==> config.mk <==
export PLATFORM = sky130hd
export DESIGN_NAME = vt_escape_key_decoder_top
export DESIGN_NICKNAME = d
export VERILOG_FILES = /design/src/hw/rtl/vt_esc_pkg.sv /design/src/hw/rtl/vt_esc_decode.sv /design/src/hw/rtl/vt_esc_outq.sv /design/src/hw/rtl/vt_escape_key_decoder_top.sv
export SDC_FILE = /design/constraint.sdc
export NUM_CORES = 1
export LEC_CHECK = 0
export ABC_AREA = 1
export BUFFER_PORTS_ARGS = -buffer_cell sky130_fd_sc_hd__buf_2
export CAP_MARGIN = 15
export CORE_ASPECT_RATIO = 2
export CORE_MARGIN = 5
export CORE_UTILIZATION = 38
export DETAILED_ROUTE_END_ITERATION = 8
export HOLD_SLACK_MARGIN = 0.06
export PLACE_DENSITY = 0.53
export SYNTH_ARGS = -nofsm -noshare
export SYNTH_HDL_FRONTEND = slang
export SYNTH_SLANG_ARGS = --single-unit
==> constraint.sdc <==
create_clock -name clk_i -period 3.8 [get_ports clk_i]
set_input_delay 0.19 -clock clk_i [delete_from_list [all_inputs] [get_ports clk_i]]
set_output_delay 0.19 -clock clk_i [all_outputs]
set_load 0.01 [all_outputs]
==> src/hw/rtl/vt_esc_pkg.sv <==
// Shared types and constants for the terminal escape key decoder.
package vt_esc_pkg;

  localparam int unsigned KindW    = 4;
  localparam int unsigned CharW    = 8;
  localparam int unsigned TickW    = 16;
  localparam int unsigned RunMax   = 3;
  localparam int unsigned RunCntW  = 2;

  localparam logic [TickW-1:0] TimeoutReset = 16'd12000;

  localparam logic [CharW-1:0] ChEsc     = 8'h1B;
  localparam logic [CharW-1:0] ChCsi     = 8'h5B;  // '['
  localparam logic [CharW-1:0] ChSs3     = 8'h4F;  // 'O'
  localparam logic [CharW-1:0] ChArrowLo = 8'h41;  // 'A'
  localparam logic [CharW-1:0] ChFuncLo  = 8'h50;  // 'P'
  localparam logic [CharW-1:0] ChNone    = 8'hFF;

  typedef enum logic [KindW-1:0] {
    KIND_PLAIN = 4'd0,
    KIND_ESC   = 4'd1,
    KIND_UP    = 4'd2,
    KIND_DOWN  = 4'd3,
    KIND_RIGHT = 4'd4,
    KIND_LEFT  = 4'd5,
    KIND_F1    = 4'd6,
    KIND_F2    = 4'd7,
    KIND_F3    = 4'd8,
    KIND_F4    = 4'd9
  } key_kind_e;

  typedef enum logic [1:0] {
    PH_IDLE = 2'd0,
    PH_ESC  = 2'd1,
    PH_CSI  = 2'd2,
    PH_SS3  = 2'd3
  } phase_e;

  // One key event as it leaves the block.
  typedef struct packed {
    key_kind_e        kind;
    logic [CharW-1:0] code;
    logic             last;
  } key_ev_t;

  // All key events caused by one accepted beat.
  typedef struct packed {
    logic [RunCntW-1:0]       cnt;
    key_ev_t [RunMax-1:0]     ev;
  } key_run_t;

endpackage

==> src/hw/rtl/vt_esc_decode.sv <==
// Sequence state, timeout counter and the single-pass decode of one input beat.
module vt_esc_decode (
  input  logic                         clk_i,
  input  logic                         rst_ni,
  input  logic                         fire_i,
  input  logic                         is_tick_i,
  input  logic [7:0]                   rx_byte_i,
  input  logic [15:0]                  timeout_i,
  output vt_esc_pkg::key_run_t         run_o
);
  import vt_esc_pkg::*;

  phase_e            phase_q, phase_d;
  logic [TickW-1:0]  wait_q, wait_d;
  logic [TickW-1:0]  wait_inc;
  logic [TickW-1:0]  limit;
  logic              tick;
  logic [CharW-1:0]  intro;
  logic [CharW-1:0]  first;
  logic [CharW-1:0]  offs;
  key_kind_e         base;
  key_run_t          run;

  function automatic key_ev_t mk_ev(key_kind_e kind, logic [CharW-1:0] code);
    key_ev_t ev;
    ev.kind = kind;
    ev.code = code;
    ev.last = 1'b0;
    return ev;
  endfunction

  assign tick     = is_tick_i | (rx_byte_i == ChNone);
  assign wait_inc = wait_q + TickW'(1);
  assign limit    = (timeout_i == '0) ? TickW'(1) : timeout_i;
  assign intro    = (phase_q == PH_CSI) ? ChCsi : ChSs3;
  assign first    = (phase_q == PH_CSI) ? ChArrowLo : ChFuncLo;
  assign base     = (phase_q == PH_CSI) ? KIND_UP : KIND_F1;
  assign offs     = rx_byte_i - first;

  // Decode one beat against the current phase
  always_comb begin
    phase_d = phase_q;
    wait_d  = wait_q;
    run     = '0;
    if (tick) begin
      if (phase_q != PH_IDLE) begin
        wait_d = wait_inc;
        if (wait_inc >= limit) begin
          run.ev[0] = mk_ev(KIND_ESC, '0);
          run.cnt   = RunCntW'(1);
          phase_d   = PH_IDLE;
          wait_d    = '0;
        end
      end
    end else begin
      case (phase_q)
        PH_IDLE: begin
          if (rx_byte_i == ChEsc) begin
            phase_d = PH_ESC;
            wait_d  = '0;
          end else begin
            run.ev[0] = mk_ev(KIND_PLAIN, rx_byte_i);
            run.cnt   = RunCntW'(1);
          end
        end
        PH_ESC: begin
          wait_d = '0;
          if (rx_byte_i == ChCsi) begin
            phase_d = PH_CSI;
          end else if (rx_byte_i == ChSs3) begin
            phase_d = PH_SS3;
          end else begin
            run.ev[0] = mk_ev(KIND_ESC, '0);
            run.ev[1] = mk_ev(KIND_PLAIN, rx_byte_i);
            run.cnt   = RunCntW'(2);
            phase_d   = PH_IDLE;
          end
        end
        default: begin
          if (offs < CharW'(4)) begin
            run.ev[0] = mk_ev(key_kind_e'(base + KindW'(offs[1:0])), '0);
            run.cnt   = RunCntW'(1);
          end else begin
            run.ev[0] = mk_ev(KIND_ESC, '0);
            run.ev[1] = mk_ev(KIND_PLAIN, intro);
            run.ev[2] = mk_ev(KIND_PLAIN, rx_byte_i);
            run.cnt   = RunCntW'(3);
          end
          phase_d = PH_IDLE;
          wait_d  = '0;
        end
      endcase
    end
    // Mark the final event of the run
    if (run.cnt != '0) begin
      run.ev[run.cnt - RunCntW'(1)].last = 1'b1;
    end
  end

  assign run_o = fire_i ? run : '0;

  // Advance sequence state on each accepted beat
  always_ff @(posedge clk_i or negedge rst_ni) begin
    if (!rst_ni) begin
      phase_q <= PH_IDLE;
      wait_q  <= '0;
    end else if (fire_i) begin
      phase_q <= phase_d;
      wait_q  <= wait_d;
    end
  end

endmodule

==> src/hw/rtl/vt_esc_outq.sv <==
// Four-entry result queue: takes a run of up to three events, sends one per beat.
module vt_esc_outq (
  input  logic                   clk_i,
  input  logic                   rst_ni,
  input  vt_esc_pkg::key_run_t   run_i,
  output logic                   room_o,
  output logic                   valid_o,
  input  logic                   ready_i,
  output vt_esc_pkg::key_ev_t    ev_o
);
  import vt_esc_pkg::*;

  localparam int unsigned Depth = 4;

  key_ev_t     mem_q [Depth];
  logic [1:0]  wr_q, rd_q;
  logic [2:0]  cnt_q, cnt_d;
  logic        pop;

  assign valid_o = (cnt_q != '0);
  assign room_o  = (cnt_q <= 3'd1);
  assign pop     = valid_o & ready_i;
  assign ev_o    = mem_q[rd_q];
  assign cnt_d   = cnt_q + 3'(run_i.cnt) - 3'(pop);

  // Store the run at consecutive slots
  always_ff @(posedge clk_i) begin
    for (int i = 0; i < RunMax; i++) begin
      if (RunCntW'(i) < run_i.cnt) begin
        mem_q[wr_q + 2'(i)] <= run_i.ev[i];
      end
    end
  end

  // Advance pointers and fill count
  always_ff @(posedge clk_i or negedge rst_ni) begin
    if (!rst_ni) begin
      wr_q  <= '0;
      rd_q  <= '0;
      cnt_q <= '0;
    end else begin
      wr_q  <= wr_q + run_i.cnt;
      rd_q  <= rd_q + 2'(pop);
      cnt_q <= cnt_d;
    end
  end

endmodule

==> src/hw/rtl/vt_escape_key_decoder_top.sv <==
// Top level of the terminal escape key decoder.
//
// Input stream (s_axis): one beat is a received byte in tdata or an idle tick
// flagged in tuser; a byte of 0xFF also counts as a tick. Output stream
// (m_axis): one key event per beat, kind in tuser, plain character in tdata,
// tlast on the final event caused by an input beat. Beats that cause no event
// (ticks while idle, sequence bytes mid-way) produce nothing on m_axis.
// Configuration: cfg_valid_i/cfg_data_i writes the timeout in ticks; always
// ready. Write it only while the block is idle.
//
// Each accepted beat is decoded in the same cycle and its up to three events
// land in a four-entry result queue, whose registered slots drive m_axis; the
// queue keeps events in order. One input beat is taken per cycle while the
// queue holds at most one event, so single-event traffic runs at one beat per
// cycle; a three-event run drains at one event per cycle, set by the single
// output port. When the receiver stalls, the queue fills and s_axis_tready
// drops. Reset empties the queue, returns to idle and loads a timeout of 12000.
module vt_escape_key_decoder_top (
  input  logic        clk_i,
  input  logic        rst_ni,
  input  logic        s_axis_tvalid_i,
  output logic        s_axis_tready_o,
  input  logic [7:0]  s_axis_tdata_i,   // [7:0] rx_byte
  input  logic [0:0]  s_axis_tuser_i,   // [0] is_tick
  output logic        m_axis_tvalid_o,
  input  logic        m_axis_tready_i,
  output logic [7:0]  m_axis_tdata_o,   // [7:0] char_code
  output logic [3:0]  m_axis_tuser_o,   // [3:0] key_kind
  output logic        m_axis_tlast_o,
  input  logic        cfg_valid_i,
  output logic        cfg_ready_o,
  input  logic [15:0] cfg_data_i
);
  import vt_esc_pkg::*;

  logic              fire;
  logic              room;
  logic [TickW-1:0]  timeout_q;
  key_run_t          run;
  key_ev_t           ev;

  assign cfg_ready_o     = 1'b1;
  assign s_axis_tready_o = room;
  assign fire            = s_axis_tvalid_i & room;

  // Hold the timeout register
  always_ff @(posedge clk_i or negedge rst_ni) begin
    if (!rst_ni) begin
      timeout_q <= TimeoutReset;
    end else if (cfg_valid_i) begin
      timeout_q <= cfg_data_i;
    end
  end

  vt_esc_decode u_decode (
    .clk_i     (clk_i),
    .rst_ni    (rst_ni),
    .fire_i    (fire),
    .is_tick_i (s_axis_tuser_i[0]),
    .rx_byte_i (s_axis_tdata_i),
    .timeout_i (timeout_q),
    .run_o     (run)
  );

  vt_esc_outq u_outq (
    .clk_i   (clk_i),
    .rst_ni  (rst_ni),
    .run_i   (run),
    .room_o  (room),
    .valid_o (m_axis_tvalid_o),
    .ready_i (m_axis_tready_i),
    .ev_o    (ev)
  );

  assign m_axis_tdata_o = ev.code;
  assign m_axis_tuser_o = ev.kind;
  assign m_axis_tlast_o = ev.last;

endmodule

==> reports/metrics.yaml <==
floorplanning:
  core_area_um2: 14800
  pin_count: 46
  die-area_um2: 17800
  die_x_um: 96.9
  initial_util: 0.387
  placementRows: 63
  die_height_um: 184
grt:
  grt.overflow.total: 0
  number_of_antenna_violations_at_the_first_check_in_global_routing: 0
  grt_first_pass_wirelength_um: 24100
  grt_start_max_net_pins: 42
  grt_pass1_vias: 5080
  global_route.usage.total: 0.170
job:
  timing.max_cap.violations: 0
timing:
  final.min_clock_period_ns: 3.53
  report.final.setup_viol: 0
  fin_tns_setup_ns: 0
  grt_setup_unrepaired: "no"
  max_slew.worst_pin.slew_ns: 0.936
  finalMaxSlewViolations: 0
  slew_headroom: 0.376
  final.period_utilization: 0.928
  timing.fmax_mhz: 283
  fin_skew_ns: 0.00891
  setup_slack_ns: 0.272
  final_hold_viol_count: 0
placed_design:
  postPlaceCellArea_um2: 6210
  placed_cells_incl_taps: 910
  port-buffer-count: 44
  post_detail_place_hpwl_um: 11500
  gp_congestion: 0.903
  place_worst_setup_slack_ns: 0.0641
layout:
  insertedDiodeCount: 0
  register_area_um2: 2600
  most-common-layout-cells: "164 x sky130_fd_sc_hd__nand2_1, 77 x sky130_fd_sc_hd__inv_1, 59 x sky130_fd_sc_hd__nand3_1"
  multiInputGateArea_um2: 2740
  finalInstanceArea_um2: 6630
  share_of_post_route_cells_with_drive_strength_above_1: 0.178
  layout_commonest_cell: "sky130_fd_sc_hd__nand2_1"
  fillcell_total: 1523
  area.growth.synth_to_final_pct: 15.5
  layout.cells.non_filler: 938
  layout.nets: 795
worst_setup_path:
  worstPathArrival_ns: 3.75
  cp-start-kind: "register"
  worst_ep_required_time_ns: 4.02
  kind_of_end_point_of_the_critical_path: "register"
  path_class: "reg2reg"
  path_max_fanout: 5
route:
  detail_route.vias_per_cell: 5.10
  drt_wl_total_um: 14500
  drt_first_iter_violations: 157
  detail-route-antenna-nets: 0
  vias_post_dr: 4781
  route.detailed.wl_per_inst_um: 15.5
  drt_first_pass_iters: 5
  post-route-drc-count: 0
logic_synthesis:
  async_flop_share: 0.441
  synth-edff-count: 52
  synth.yosys.seq_area_share: 0.452
  syn-mean-instance-area_um2: 8.50
  synth-seq-cells: 93
  synth.yosys.warnings: 0
  synth.distinct_cells: 46
  postSynthNetCount: 732
  netlist_area_um2: 5740
  postSynth.topFlopCell: "sky130_fd_sc_hd__edfxtp_1"
  synth_cells: 675
power_and_ir_drop:
  largest_vdd_supply_drop_mv: 0.274
  power.density_cell_area_nw_per_um2: 542
  total_power_mw: 3.59
  power.static_leakage_nw: 2.98
clock_tree:
  htreeDepth: 3
  clock_sink_count: 93
  buffers_inserted_by_post_cts_timing_repair: 0
  clk_latency_ns: 0.34
  clk_pin_slew_worst_paths_ns: 0.07
  tritoncts: "built"
  clk_path_buf_depth: 2
  tritoncts.num_buffers: 9
  clock-root-buffer: "sky130_fd_sc_hd__clkbuf_16"
run_status:
  outcome: "complete, no violations"
worst_hold_path:
  min_path_type: "in2reg"
## cell type report
| class | count | share of cell area |
|---|---|---|
| clock buffer | 9 | 0.0340 |
| multi-input combinational | 479 | 0.414 |
| sequential | 93 | 0.392 |
| timing repair buffer | 69 | 0.0661 |
| inverter | 86 | 0.0489 |
| clock inverter | 7 | 0.00868 |
| tap | 195 | 0.0368 |
## per-layer routing
metal	vias to the layer above	share of wire	GRT usage
met5	-	0	0
met4	0	0.048	0.0996
met3	46	0.028	0.0266
met2	111	0.59	0.347
met1	2247	0.34	0.152
li1	2377	-	-
## critical path, cell delays in order, from the launching register on
cell,delay (ns)
sky130_fd_sc_hd__dfrtp_2,0.41
sky130_fd_sc_hd__ha_1,0.19
sky130_fd_sc_hd__inv_1,0.05
sky130_fd_sc_hd__nor2_2,0.23
sky130_fd_sc_hd__nand3_1,0.14
sky130_fd_sc_hd__nor2_1,0.16
sky130_fd_sc_hd__nand3_1,0.12
sky130_fd_sc_hd__xor2_1,0.18
sky130_fd_sc_hd__ha_1,0.30
sky130_fd_sc_hd__nand2_1,0.08
sky130_fd_sc_hd__nor3_2,0.20
sky130_fd_sc_hd__nand2_1,0.11
sky130_fd_sc_hd__nand4_4,0.12
sky130_fd_sc_hd__nand3_2,0.11
sky130_fd_sc_hd__ha_1,0.30
sky130_fd_sc_hd__inv_1,0.04
sky130_fd_sc_hd__ha_1,0.18
sky130_fd_sc_hd__fa_1,0.37
sky130_fd_sc_hd__xnor2_1,0.13
## metrics by stage
stage	hold WS (ns)	utilization
2_1_floorplan	-0.106	-
3_3_place_gp	0.398	0.419
3_5_place_dp	0.400	0.419
4_1_cts	0.0627	0.446
5_1_grt	0.0659	0.447
6_report	0.0728	0.447
## worst paths after layout
| check | start | end | slack (ns) | cells past startpoint |
|---|---|---|---|---|
| hold reg to reg | u_decode.wait_q[15] | u_decode.wait_q[15] | 0.51 | 2 |
| min in group asynchronous | rst_ni | u_outq.cnt_q[0] | 0.54 | 2 |
| hold / removal | cfg_data_i[0] | timeout_q[0] | 0.07 | 3 |
| setup reg to reg | u_decode.wait_q[0] | u_outq.cnt_q[2] | 0.27 | 18 |
| setup / recovery | u_decode.wait_q[0] | u_outq.cnt_q[2] | 0.27 | 18 |
| max in group asynchronous | rst_ni | u_decode.wait_q[0] | 2.62 | 2 |
## kinds of logic after synthesis
family                   after synthesis  synth area share
flip-flops                            93             0.452
XOR/XNOR                              15            0.0229
adder cells (fa/ha/maj)               27            0.0602
other                                  1          0.000653
multiplexers                           1           0.00174
AO/OA/AOI/OAI                         91            0.0918
AND/OR/NAND/NOR                      344             0.297
buffers and inverters                103            0.0732
## sequential cells by signal, summed over array words and instances (netlist names)
register and count:
u_decode.wait_q 16, u_outq.cnt_q 3, u_decode.phase_q 2, u_outq.mem_q 52
u_outq.rd_q 2, u_outq.wr_q 2, timeout_q 16
## power by group
| group | leakage [nW] | internal [mW] | switching, mW |
|---|---|---|---|
| clock network | 0.134 | 0.453 | 0.398 |
| logic | 1.86 | 0.480 | 0.898 |
| registers | 0.986 | 1.23 | 0.127 |
## cell usage after synthesis, types with 2 or more instances
cell | n | area [um2]
sky130_fd_sc_hd__a21oi_1 | 7 | 35.0
sky130_fd_sc_hd__a21oi_4 | 2 | 32.5
sky130_fd_sc_hd__buf_4 | 2 | 15.0
sky130_fd_sc_hd__clkbuf_1 | 11 | 41.3
sky130_fd_sc_hd__dfrtp_1 | 34 | 851
sky130_fd_sc_hd__dfstp_2 | 7 | 184
sky130_fd_sc_hd__edfxtp_1 | 52 | 1560
sky130_fd_sc_hd__ha_1 | 26 | 325
sky130_fd_sc_hd__inv_1 | 77 | 289
sky130_fd_sc_hd__inv_2 | 8 | 30.0
sky130_fd_sc_hd__nand2_1 | 164 | 616
sky130_fd_sc_hd__nand2_2 | 5 | 31.3
sky130_fd_sc_hd__nand2_4 | 2 | 22.5
sky130_fd_sc_hd__nand3_1 | 59 | 295
sky130_fd_sc_hd__nand3_2 | 3 | 30.0
sky130_fd_sc_hd__nand3b_1 | 2 | 15.0
sky130_fd_sc_hd__nand4_1 | 8 | 50.1
sky130_fd_sc_hd__nand4_4 | 2 | 42.5
sky130_fd_sc_hd__nor2_1 | 54 | 203
sky130_fd_sc_hd__nor2_2 | 4 | 25.0
sky130_fd_sc_hd__nor2_4 | 5 | 56.3
sky130_fd_sc_hd__nor2_8 | 4 | 80.1
sky130_fd_sc_hd__nor3_1 | 13 | 65.1
sky130_fd_sc_hd__nor3_4 | 2 | 32.5
sky130_fd_sc_hd__nor3b_1 | 9 | 67.6
sky130_fd_sc_hd__nor4_1 | 3 | 18.8
sky130_fd_sc_hd__nor4_2 | 3 | 37.5
sky130_fd_sc_hd__o21ai_0 | 49 | 245
sky130_fd_sc_hd__o21ai_1 | 6 | 30.0
sky130_fd_sc_hd__o21ai_2 | 4 | 35.0
sky130_fd_sc_hd__o22ai_1 | 20 | 125
sky130_fd_sc_hd__xnor2_1 | 3 | 26.3
sky130_fd_sc_hd__xor2_1 | 12 | 105
## timing repair
item	in CTS	in global routing
setup endpoints to repair	0	2
endpoints found under the hold margin	45	0
hold buffers	12	0
resized for setup	0	6
Power figures use the tool's default switching activity.
